File: src/hdl/ffha_pkg.sv
// Package: shared types and constants for the first-fit heap allocator.
package ffha_pkg;

  // Block geometry
  localparam int MAX_BLOCKS_DEF = 32;
  localparam int HEAP_BYTES     = 65536;
  localparam int HEADER_BYTES   = 24;
  localparam int ADDR_SPAN      = 65536;

  // Hard cap on heap growth: least of the heap size and the payload address range
  localparam logic [16:0] HEAP_CAP = 17'((HEAP_BYTES < ADDR_SPAN) ? HEAP_BYTES : ADDR_SPAN);

  // Reset value of the heap_limit register
  localparam logic [16:0] HEAP_LIMIT_RST = 17'(65536);

  // Register byte address bit that selects the register index
  localparam int REG_IDX_BIT = 2;

  typedef enum logic {
    CMD_ALLOC = 1'b0,
    CMD_FREE  = 1'b1
  } cmd_e;

  typedef enum logic [1:0] {
    ST_DONE    = 2'd0,
    ST_ZERO    = 2'd1,
    ST_NOSPACE = 2'd2,
    ST_UNKNOWN = 2'd3
  } status_e;

  typedef enum logic [1:0] {
    S_IDLE,
    S_SCAN,
    S_APPEND
  } state_e;

  // One block table entry
  typedef struct packed {
    logic [15:0] start;
    logic [15:0] size;
    logic        is_free;
  } entry_t;

endpackage

File: src/hdl/ffha_table.sv
// Block table memory: one write port, one read port with registered data.
module ffha_table #(
  parameter int DEPTH = ffha_pkg::MAX_BLOCKS_DEF,
  localparam int IW   = (DEPTH > 1) ? $clog2(DEPTH) : 1
) (
  input  logic            clk_i,
  input  logic            we_i,
  input  logic [IW-1:0]   waddr_i,
  input  ffha_pkg::entry_t wdata_i,
  input  logic [IW-1:0]   raddr_i,
  output ffha_pkg::entry_t rdata_o
);

  ffha_pkg::entry_t mem [DEPTH];
  ffha_pkg::entry_t rdata_q;

  // Write port
  always_ff @(posedge clk_i) begin
    if (we_i) begin
      mem[waddr_i] <= wdata_i;
    end
  end

  // Registered read port
  always_ff @(posedge clk_i) begin
    rdata_q <= mem[raddr_i];
  end

  assign rdata_o = rdata_q;

endmodule

File: src/hdl/first_fit_heap_allocator_top.sv
// First-fit heap allocator: address-ordered block table, scanned one entry per cycle while the result register is free.
//
// Each request is taken only while the block is idle. An allocate or free walks
// the block table one entry per clock, while the result register is free, through
// the single read port of the table memory; an allocate that finds no free fit
// then appends a new block at the heap top. Allocation reuses the first free
// entry of sufficient size whole; a free of the topmost block pops it and lowers
// the heap top, any other free only marks the entry free. The result sits in an
// output register, so a new request can be taken while the previous result waits
// to be taken. heap_limit lies at byte address 0 of the register port and should
// be written only while idle.
module first_fit_heap_allocator_top #(
  parameter int MAX_BLOCKS = ffha_pkg::MAX_BLOCKS_DEF,
  localparam int IW        = (MAX_BLOCKS > 1) ? $clog2(MAX_BLOCKS) : 1,
  localparam int CW        = $clog2(MAX_BLOCKS + 1)
) (
  input  logic        clk_i,
  input  logic        rst_ni,
  // Request channel
  input  logic        in_valid_i,
  output logic        in_stall_o,
  input  logic        cmd_i,
  input  logic [15:0] request_size_i,
  input  logic [15:0] block_address_i,
  // Result channel
  output logic        out_valid_o,
  input  logic        out_stall_i,
  output logic [15:0] result_address_o,
  output logic [1:0]  status_o,
  // Register port
  input  logic        psel,
  input  logic        penable,
  input  logic        pwrite,
  input  logic [2:0]  paddr,
  input  logic [31:0] pwdata,
  output logic [31:0] prdata,
  output logic        pready
);

  localparam logic [17:0] HDR18 = 18'(ffha_pkg::HEADER_BYTES);
  localparam logic [16:0] HDR17 = 17'(ffha_pkg::HEADER_BYTES);
  localparam logic [CW-1:0] MAXB = CW'(MAX_BLOCKS);

  ffha_pkg::state_e state_q, state_d;

  // Register file
  logic [16:0] heap_limit_q;

  // Allocator state
  logic [CW-1:0] count_q, count_d;
  logic [16:0]   top_q, top_d;
  logic [CW-1:0] idx_q, idx_d;

  // Captured request and precomputed operands
  ffha_pkg::cmd_e cmd_q, cmd_d;
  logic [15:0] req_q, req_d;
  logic        addr_zero_q, addr_zero_d;
  logic [15:0] tgt_q, tgt_d;      // block_address - header: start of the block to free
  logic        tgt_ok_q, tgt_ok_d;
  logic [16:0] gap_q, gap_d;      // heap_top - block_address: size of a topmost block
  logic        gap_ok_q, gap_ok_d;
  logic [17:0] total_q, total_d;  // header + request size

  // Result register
  logic        out_valid_q, out_valid_d;
  logic [15:0] res_addr_q, res_addr_d;
  ffha_pkg::status_e status_q, status_d;

  // Table ports
  logic             tbl_we;
  logic [IW-1:0]    tbl_waddr;
  ffha_pkg::entry_t tbl_wdata;
  ffha_pkg::entry_t tbl_rdata;

  // Scratch
  logic        out_free;
  logic [17:0] tgt_diff;
  logic [17:0] gap_diff;
  logic [16:0] res_sum;
  logic [17:0] new_end;
  logic [16:0] lim;
  logic        in_range;

  // Register port
  assign pready = 1'b1;

  always_ff @(posedge clk_i or negedge rst_ni) begin
    if (!rst_ni) begin
      heap_limit_q <= ffha_pkg::HEAP_LIMIT_RST;
    end else if (psel && penable && pwrite && !paddr[ffha_pkg::REG_IDX_BIT]) begin
      heap_limit_q <= pwdata[16:0];
    end
  end

  always_comb begin
    prdata = '0;
    if (!paddr[ffha_pkg::REG_IDX_BIT]) begin
      prdata = {15'd0, heap_limit_q};
    end
  end

  // Block table
  ffha_table #(
    .DEPTH (MAX_BLOCKS)
  ) u_table (
    .clk_i   (clk_i),
    .we_i    (tbl_we),
    .waddr_i (tbl_waddr),
    .wdata_i (tbl_wdata),
    .raddr_i (idx_d[IW-1:0]),
    .rdata_o (tbl_rdata)
  );

  // Operand precompute at request capture
  assign tgt_diff = {2'd0, block_address_i} - HDR18;
  assign gap_diff = {1'b0, top_q} - {2'd0, block_address_i};

  // Shared arithmetic for the scan and append steps
  assign res_sum  = (state_q == ffha_pkg::S_APPEND) ? (top_q + HDR17)
                                                     : ({1'b0, tbl_rdata.start} + HDR17);
  assign new_end  = {1'b0, top_q} + total_q;
  assign lim      = (heap_limit_q < ffha_pkg::HEAP_CAP) ? heap_limit_q : ffha_pkg::HEAP_CAP;
  assign in_range = idx_q < count_q;
  assign out_free = !out_valid_q || !out_stall_i;

  // Sequencer: next state and datapath control
  always_comb begin
    state_d     = state_q;
    count_d     = count_q;
    top_d       = top_q;
    idx_d       = idx_q;
    cmd_d       = cmd_q;
    req_d       = req_q;
    addr_zero_d = addr_zero_q;
    tgt_d       = tgt_q;
    tgt_ok_d    = tgt_ok_q;
    gap_d       = gap_q;
    gap_ok_d    = gap_ok_q;
    total_d     = total_q;
    out_valid_d = out_valid_q && out_stall_i;
    res_addr_d  = res_addr_q;
    status_d    = status_q;
    tbl_we      = 1'b0;
    tbl_waddr   = idx_q[IW-1:0];
    tbl_wdata   = tbl_rdata;

    unique case (state_q)
      ffha_pkg::S_IDLE: begin
        idx_d = '0;
        if (in_valid_i) begin
          cmd_d       = ffha_pkg::cmd_e'(cmd_i);
          req_d       = request_size_i;
          addr_zero_d = (block_address_i == 16'd0);
          tgt_d       = tgt_diff[15:0];
          tgt_ok_d    = !tgt_diff[17];
          gap_d       = gap_diff[16:0];
          gap_ok_d    = !gap_diff[17];
          total_d     = HDR18 + {2'd0, request_size_i};
          state_d     = ffha_pkg::S_SCAN;
        end
      end

      ffha_pkg::S_SCAN: begin
        if (out_free) begin
          priority if (cmd_q == ffha_pkg::CMD_ALLOC && req_q == 16'd0) begin
            // zero size refused
            out_valid_d = 1'b1;
            res_addr_d  = '0;
            status_d    = ffha_pkg::ST_ZERO;
            state_d     = ffha_pkg::S_IDLE;
          end else if (cmd_q == ffha_pkg::CMD_FREE && addr_zero_q) begin
            // null free is ignored
            out_valid_d = 1'b1;
            res_addr_d  = '0;
            status_d    = ffha_pkg::ST_DONE;
            state_d     = ffha_pkg::S_IDLE;
          end else if (!in_range) begin
            // end of table: append, or report an unknown address
            if (cmd_q == ffha_pkg::CMD_ALLOC) begin
              state_d = ffha_pkg::S_APPEND;
            end else begin
              out_valid_d = 1'b1;
              res_addr_d  = '0;
              status_d    = ffha_pkg::ST_UNKNOWN;
              state_d     = ffha_pkg::S_IDLE;
            end
          end else if (cmd_q == ffha_pkg::CMD_ALLOC) begin
            if (tbl_rdata.is_free && tbl_rdata.size >= req_q) begin
              // first fit: reuse whole
              tbl_we            = 1'b1;
              tbl_wdata.is_free = 1'b0;
              out_valid_d       = 1'b1;
              res_addr_d        = res_sum[15:0];
              status_d          = ffha_pkg::ST_DONE;
              state_d           = ffha_pkg::S_IDLE;
            end else begin
              idx_d = idx_q + CW'(1);
            end
          end else begin
            if (tgt_ok_q && tbl_rdata.start == tgt_q) begin
              if (gap_ok_q && {1'b0, tbl_rdata.size} == gap_q) begin
                // topmost block: pop it
                top_d   = {1'b0, tbl_rdata.start};
                count_d = idx_q;
              end else begin
                tbl_we            = 1'b1;
                tbl_wdata.is_free = 1'b1;
              end
              out_valid_d = 1'b1;
              res_addr_d  = '0;
              status_d    = ffha_pkg::ST_DONE;
              state_d     = ffha_pkg::S_IDLE;
            end else begin
              idx_d = idx_q + CW'(1);
            end
          end
        end
      end

      ffha_pkg::S_APPEND: begin
        if (out_free) begin
          out_valid_d = 1'b1;
          state_d     = ffha_pkg::S_IDLE;
          if (count_q >= MAXB || new_end > {1'b0, lim}) begin
            res_addr_d = '0;
            status_d   = ffha_pkg::ST_NOSPACE;
          end else begin
            tbl_we            = 1'b1;
            tbl_waddr         = count_q[IW-1:0];
            tbl_wdata.start   = top_q[15:0];
            tbl_wdata.size    = req_q;
            tbl_wdata.is_free = 1'b0;
            count_d           = count_q + CW'(1);
            top_d             = new_end[16:0];
            res_addr_d        = res_sum[15:0];
            status_d          = ffha_pkg::ST_DONE;
          end
        end
      end

      default: begin
        state_d = ffha_pkg::S_IDLE;
      end
    endcase
  end

  // Control registers
  always_ff @(posedge clk_i or negedge rst_ni) begin
    if (!rst_ni) begin
      state_q     <= ffha_pkg::S_IDLE;
      count_q     <= '0;
      top_q       <= '0;
      idx_q       <= '0;
      out_valid_q <= 1'b0;
    end else begin
      state_q     <= state_d;
      count_q     <= count_d;
      top_q       <= top_d;
      idx_q       <= idx_d;
      out_valid_q <= out_valid_d;
    end
  end

  // Payload registers
  always_ff @(posedge clk_i) begin
    cmd_q       <= cmd_d;
    req_q       <= req_d;
    addr_zero_q <= addr_zero_d;
    tgt_q       <= tgt_d;
    tgt_ok_q    <= tgt_ok_d;
    gap_q       <= gap_d;
    gap_ok_q    <= gap_ok_d;
    total_q     <= total_d;
    res_addr_q  <= res_addr_d;
    status_q    <= status_d;
  end

  assign in_stall_o       = (state_q != ffha_pkg::S_IDLE);
  assign out_valid_o      = out_valid_q;
  assign result_address_o = res_addr_q;
  assign status_o         = status_q;

endmodule

File: config.mk
export PLATFORM = sky130hd
export DESIGN_NAME = first_fit_heap_allocator_top
export DESIGN_NICKNAME = d
export VERILOG_FILES = /design/src/hdl/ffha_pkg.sv /design/src/hdl/ffha_table.sv /design/src/hdl/first_fit_heap_allocator_top.sv
export SDC_FILE = /design/constraint.sdc
export NUM_CORES = 2
export LEC_CHECK = 0
export BUFFER_PORTS_ARGS = -buffer_cell sky130_fd_sc_hd__buf_2
export CORE_ASPECT_RATIO = 1.5
export CORE_MARGIN = 2
export CORE_UTILIZATION = 67
export DETAILED_ROUTE_END_ITERATION = 7
export PLACE_DENSITY_LB_ADDON = 0.08
export SYNTH_ARGS = -nofsm -noshare
export SYNTH_HDL_FRONTEND = slang
export SYNTH_SLANG_ARGS = --single-unit
File: constraint.sdc
create_clock -name clk_i -period 18.4 [get_ports clk_i]
set_clock_uncertainty 0.15 [all_clocks]
set_input_delay 0.92 -clock clk_i [delete_from_list [all_inputs] [get_ports clk_i]]
set_output_delay 0.92 -clock clk_i [all_outputs]
set_load 0.005 [all_outputs]
Word level (Yosys, flattened, before mapping)
Memory sizes are Yosys's and may differ from the RTL's. A register that Yosys moved wholly into a read port is not among the register bits.
Cells that the tools add are included.

storage, ports and cells
  memories kept = 1
  register bits after elaboration = 138
  logic and storage cells = 178
  memory bits (read-only) = 0
  input bits = 75
  output and inout port bits = 53
  bits in latches = 0
  memory bits (writable) = 1,056

memory list
  name         words  bits a word  read ports  clocked after memory_dff  wr ports  RTL line          source
  u_table.mem  32     33           1           1                         1         ffha_table.sv:14  ffha_pkg::entry_t mem [DEPTH];

operators by class
  eq/ne operators = 20
  shift operators = 0
  $add $sub $neg = 8
  muxes and demuxes = 99
  bitwise operators = 1
  reductions and logical operators = 27
  multiply operators = 0
  magnitude comparators = 5
  divide/modulo/power cells = 0

operators by type and width
  cell                                                                  number
  17-bit two-way mux                                                    11
  16-bit two-way mux                                                    11
  6-bit two-way mux                                                     16
  33-bit two-way mux                                                    2
  2-bit two-way mux                                                     17
  17-bit case mux with 2 select lines                                   1
  16-bit by 5-bit adder with 16-bit output, second input constant       2
  16-bit zero test                                                      2
  32-bit two-way mux                                                    1
  16-bit case mux with 2 select lines                                   1
  1-bit two-way mux                                                     29
  6-bit case mux with 2 select lines                                    2
  2-bit != test, second input constant                                  10
  17-bit by 18-bit adder with 18-bit output                             1
  18-bit by 17-bit greater-than comparator with 1-bit output            1
  17-bit by 16-bit subtractor with 18-bit output                        1
  5-bit by 16-bit adder with 17-bit output, first input constant        1
  16-bit by 17-bit equality test with 1-bit output                      1
  17-bit < comparator, second input constant                            1
  16-bit by 5-bit subtractor with 17-bit output, second input constant  1
  16-bit equality test                                                  1
  16-bit >= comparator                                                  1
  5-bit two-way mux                                                     3
  6-bit by 1-bit adder with 6-bit output, second input constant         2
  other kinds (21)                                                      41

Logic depth before layout (Yosys ltp)
  word-level depth = 12
  mapped depth = 24
  depth with buffers taken out = 22

Cells and area by module
From an unflattened synthesis, not the netlist that was laid out.

unflattened totals
  cells, all modules = 3,321
  area total of the unflattened synthesis = 51,420.6 um^2

by module, submodules not included
  module                        cells each  area each (um^2)  instances
  ffha_table                    2,332       41,813.9          1
  first_fit_heap_allocator_top  989         9,606.7           1

Least setup slack after synthesis
OpenSTA, ideal clock, no wires.

  path kind = register to register
  start point = register req_q[0]
  end point = memory u_table.mem[19][0] (netlist name) (enable)
  buffers on the path = 1
  stages on the path, launching flop included = 21
  setup slack = 11.507 ns
  required time = 17.816 ns
  arrival time = 6.309 ns
  clock period less this slack = 6.893 ns
  cell sequence = edfxtp_1 -> ha_1 -> fa_1 -> a21o_1 -> a21oi_1 -> o21bai_1 -> a21o_1 -> a21oi_1 -> o311ai_0 -> a41o_1 -> o41ai_1 -> xnor2_1 -> ha_1 -> o22ai_1 -> a21oi_1 -> a2111oi_0 -> o211a_1 -> nand2_1 -> clkbuf_1 -> or3_1 -> a21oi_1

between the ends
  longest elaborated chain between the ends = 11

RTL lines
  element                                      RTL line                             source
  start, declared                              first_fit_heap_allocator_top.sv:56   logic [15:0] req_q, req_d;
  start signal, assigned                       first_fit_heap_allocator_top.sv:267  req_q <= req_d;
  16-bit >= comparator                         first_fit_heap_allocator_top.sv:188  if (tbl_rdata.is_free && tbl_rdata.size >= req_q) begin
  1-bit logical AND                            first_fit_heap_allocator_top.sv:188
  1-bit two-way mux                            first_fit_heap_allocator_top.sv:188
  1-bit two-way mux                            first_fit_heap_allocator_top.sv:187  end else if (cmd_q == ffha_pkg::CMD_ALLOC) begin
  1-bit two-way mux                            first_fit_heap_allocator_top.sv:177  end else if (!in_range) begin
  1-bit two-way mux                            first_fit_heap_allocator_top.sv:171  end else if (cmd_q == ffha_pkg::CMD_FREE && addr_zero_q) begin
  1-bit two-way mux (*)                        first_fit_heap_allocator_top.sv:165  priority if (cmd_q == ffha_pkg::CMD_ALLOC && req_q == 16'd0) begin
  1-bit two-way mux (*)                        first_fit_heap_allocator_top.sv:164  if (out_free) begin
  1-bit case mux with 2 select lines (*)       first_fit_heap_allocator_top.sv:147  unique case (state_q)
  1-bit two-way mux (*)                        ffha_table.sv:19                     if (we_i) begin
  1-bit two-way mux (not written as such) (*)  ffha_table.sv:20                     mem[waddr_i] <= wdata_i;
  end, declared                                ffha_table.sv:14

Mark *: on every way between the ends. The rest lies on a longest branch, timed or not.

Final worst setup path
  start point = register req_q[0]
  end point = memory u_table.mem[30][30] (netlist name) (enable)

The elaborated chain is that of the path after synthesis.

==> results.yml <==
status:
  status: "finished, violations left"
  violations: "DRC"
worst_setup_path:
  critPathLaunchType: "flip-flop"
  cp_data_required_time_ns: 18.60
  cp_common_cell: "a21oi_1"
  cp.arrival_ns: 8.23
  crit_type: "flip-flop to flip-flop"
  cp_cell_sequence: "ha_1, fa_1, a21o_1, a21oi_1, o21bai_1, a21o_1, a21oi_1, o311ai_0, a41o_1, o41ai_1, xnor2_1, ha_1, o22ai_1, a21oi_1, a2111oi_0, o211a_1, nand2_4, buf_4, or3_1, a21oi_4, buf_4"
  cp_slowest_stage_delay_ns: 0.66
  end_kind: "flip-flop"
  cp_slowest_cell: "o211a_1"
  worst-path-max-fanout: 63
sta:
  max_clock_freq_mhz: 125
  tns_ns: 0
  hold_viol_final: 0
  fin_crit_sh_pct: 43.7
  fin_ws_ns: 10.37
  drv_slew: 0
  finalSetupViolCount: 0
  slew_headroom_pct: 7.68
  grt_setup_unrepaired: "false"
  worst_pin_slew_ns: 1.38
  final.min_clock_period_ns: 8.03
routing:
  postRouteAntennaNets: 0
  post-route-drc-count: 3
  dr.pass1.iters: 8
  vias: 44900
  drt-initial-drc-count: 6140
  wirelength_um: 175000
  wl_per_cell_um: 28.8
  viasPerCell: 7.38
final_layout:
  final_cell_mix: "edfxtp_1 (1,141), nand2_1 (579), o22ai_1 (473), a21oi_1 (173), inv_1 (153)"
  stdcell_count: 6086
  layout_commonest_cell: "edfxtp_1"
  syn2layout_area_growth_pct: 8.58
  nNetsFinal: 5000
  drive_above_1_share_pct: 10.1
yosys:
  synth_warnings: 0
  syn-cell-area_um2: 58800
  netlist_instances: 4931
  ys.flop_type: "edfxtp_1"
  synth_cell_types: 89
  synth-edff-count: 1141
  ys_seq_elements: 1223
  synth_area_per_cell_um2: 11.9
  ys_async_sr_fraction_pct: 4.01
  ys_seq_area_share_pct: 61.5
floorplanning:
  ios: 128
  coreArea_um2: 87400
  die_w_um: 246
  chipHeight_um: 367
  start_util_pct: 67.3
  rows: 133
  dieArea_um2: 90200
clock_tree:
  root_buffer: "clkbuf_16"
  cts_setup_buffers: 0
  cts_tree: "yes"
  cts_made_buffers: 109
  cts_hold_buf: 0
  cts_resized: 0
  clockBufferDepth: 3
  path_clk_slew_ns: 0.07
  clock_latency_ns: 0.73
  clock-sinks: 1223
  htree_levels: 3
pwr:
  p_per_area_nw_per_um2: 174
  irDropWorstVdd_uv: 207
  p_leak_nw: 20.9
  swShare_pct: 42.4
  pwr-share-comb_pct: 44.6
  p_int_mw: 6.41
  clkPwrFrac_pct: 21.0
  seqPwrFrac_pct: 34.5
  p_switching_mw: 4.71
grt:
  grt_remaining_overflow: 0
  grt_pass1_wl_um: 259000
  antenna_found_initial: 6
  grtUsageTotal_pct: 38.3
  first_global_vias: 43500
  grt_max_degree: 214
placement:
  gp_congestion: 0.937
  numPlacedInstances: 5878
  place_ws_ns: 10.58
  dp_hpwl_um: 104000
  io_buffer_count: 94
worst_hold_path:
  hp-class: "input pin to asynchronous set/reset pin"
job:
  cap_violations: 0
-- cells in the mapped netlist, drive strengths merged, types with 9 or more instances --
cell type  number  share of area, %
edfxtp       1141                58
a222oi         28              0.48
o221ai          9              0.13
o22a           35              0.52
a22o           32              0.48
mux2i          70               1.2
clkbuf        244               1.6
nor2          156               1.0
a311oi         57              0.85
buf           169               1.8
a21o           15              0.19
or4            27              0.34
dfxtp          33               1.1
inv           158               1.0
nand2         585               3.7
a211oi        124               1.6
and2          104               1.1
a221oi         93               1.4
o21ai          85              0.74
o31a           28              0.42
o22ai         473               5.0
nor4           31              0.41
nand4          20              0.22
nand3          73              0.62
a31oi          98               1.1
o211ai         15              0.19
a32oi          32              0.48
o311a          27              0.46
mux2           32              0.61
a21oi         208               1.8
nor2b          84              0.89
a2111oi       125               1.9
xor2           39              0.58
ha             80               1.7
or3            63              0.67
nor3          137               1.2
and3            9             0.096
xnor2          52              0.82
dfrtp          48               2.0
-- sequential cells by signal, indices dropped and copies added, names as in the netlist --
signal and flops:
u_table.mem 1056, u_table.rdata_o 33, gap_q 17, heap_limit_q 17, top_q 17, req_q 16
result_address_o 16, tgt_q 16, total_q 14, count_q 6, idx_q 6, state_q 2
status_o 2, addr_zero_q 1, cmd_q 1, gap_ok_q 1, out_valid_o 1, tgt_ok_q 1
-- logic make-up after synthesis --
logic type,share of synthesized area (%)
compound gates,18.6
simple gates,10.6
flops,61.5
buf+inv,4.35
mux,1.80
xor+xnor,1.40
fa+ha+maj,1.77
other cells,0.0128
-- cell type report --
| class | count | area, um2 |
|---|---|---|
| clock inverters | 62 | 588 |
| fillers | 5783 | 23500 |
| flip-flops and latches | 1223 | 36200 |
| diodes | 1 | 2.50 |
| well taps | 1147 | 1440 |
| clock buffers | 144 | 3020 |
| repair buffers | 200 | 1300 |
| multi-input cells | 3149 | 20700 |
| inverters | 160 | 621 |
-- worst max-delay path, delay by kind of cell, from the launching register on --
family	cells	cell delay, ns
buffers and inverters	2	1.05
flip-flops	1	0.47
XOR/XNOR	1	0.29
adder cells (fa/ha/maj)	3	0.98
AO/OA/AOI/OAI	13	3.69
AND/OR/NAND/NOR	2	0.94
-- metrics by stage --
stage | utilization (%) | hold WS [ns] | power (mW) | instance area (um2)
3_5_place_dp | 68.9 | 0.360 | 8.66 | 60200
3_3_place_gp | 68.9 | 0.355 | 8.54 | 60200
4_1_cts | 73.1 | 0.201 | 11.0 | 63800
2_1_floorplan | - | 0.320 | 7.09 | 58900
6_report | 73.1 | 0.220 | 11.1 | 63800
5_1_grt | 73.1 | 0.229 | 11.5 | 63800
-- power by group through the flow --
| stage | clock network [mW] | logic, mW | registers [mW] |
|---|---|---|---|
| detailed placement | 0 | 4.78 | 3.88 |
| global placement | 0 | 4.67 | 3.87 |
| floorplan | 0 | 3.31 | 3.78 |
| finish | 2.33 | 4.95 | 3.83 |
| global route | 2.43 | 5.25 | 3.83 |
| CTS | 2.33 | 4.81 | 3.82 |
-- layer usage --
metal	routed length, um	track usage [%]	share of wire, %
met5	49	0	0.028
met4	10600	22.8	6.1
met3	18300	5.74	10
met1	59800	47.6	34
met2	86500	63.8	49
-- final timing paths --
check | startpoint | to | slack [ns] | cells past startpoint
worst max-delay path | req_q[0] | u_table.mem[30][30] | 10.37 | 21
worst min-delay path | rst_ni | idx_q[0] | 0.22 | 2
worst max register to register | req_q[0] | u_table.mem[30][30] | 10.37 | 21
worst min register to register | heap_limit_q[5] | heap_limit_q[5] | 0.37 | 1
max in group asynchronous | rst_ni | idx_q[0] | 17.28 | 2
min in group clk_i | request_size_i[2] | req_q[2] | 0.23 | 1
No activity file was read; power rests on OpenSTA's default activity.
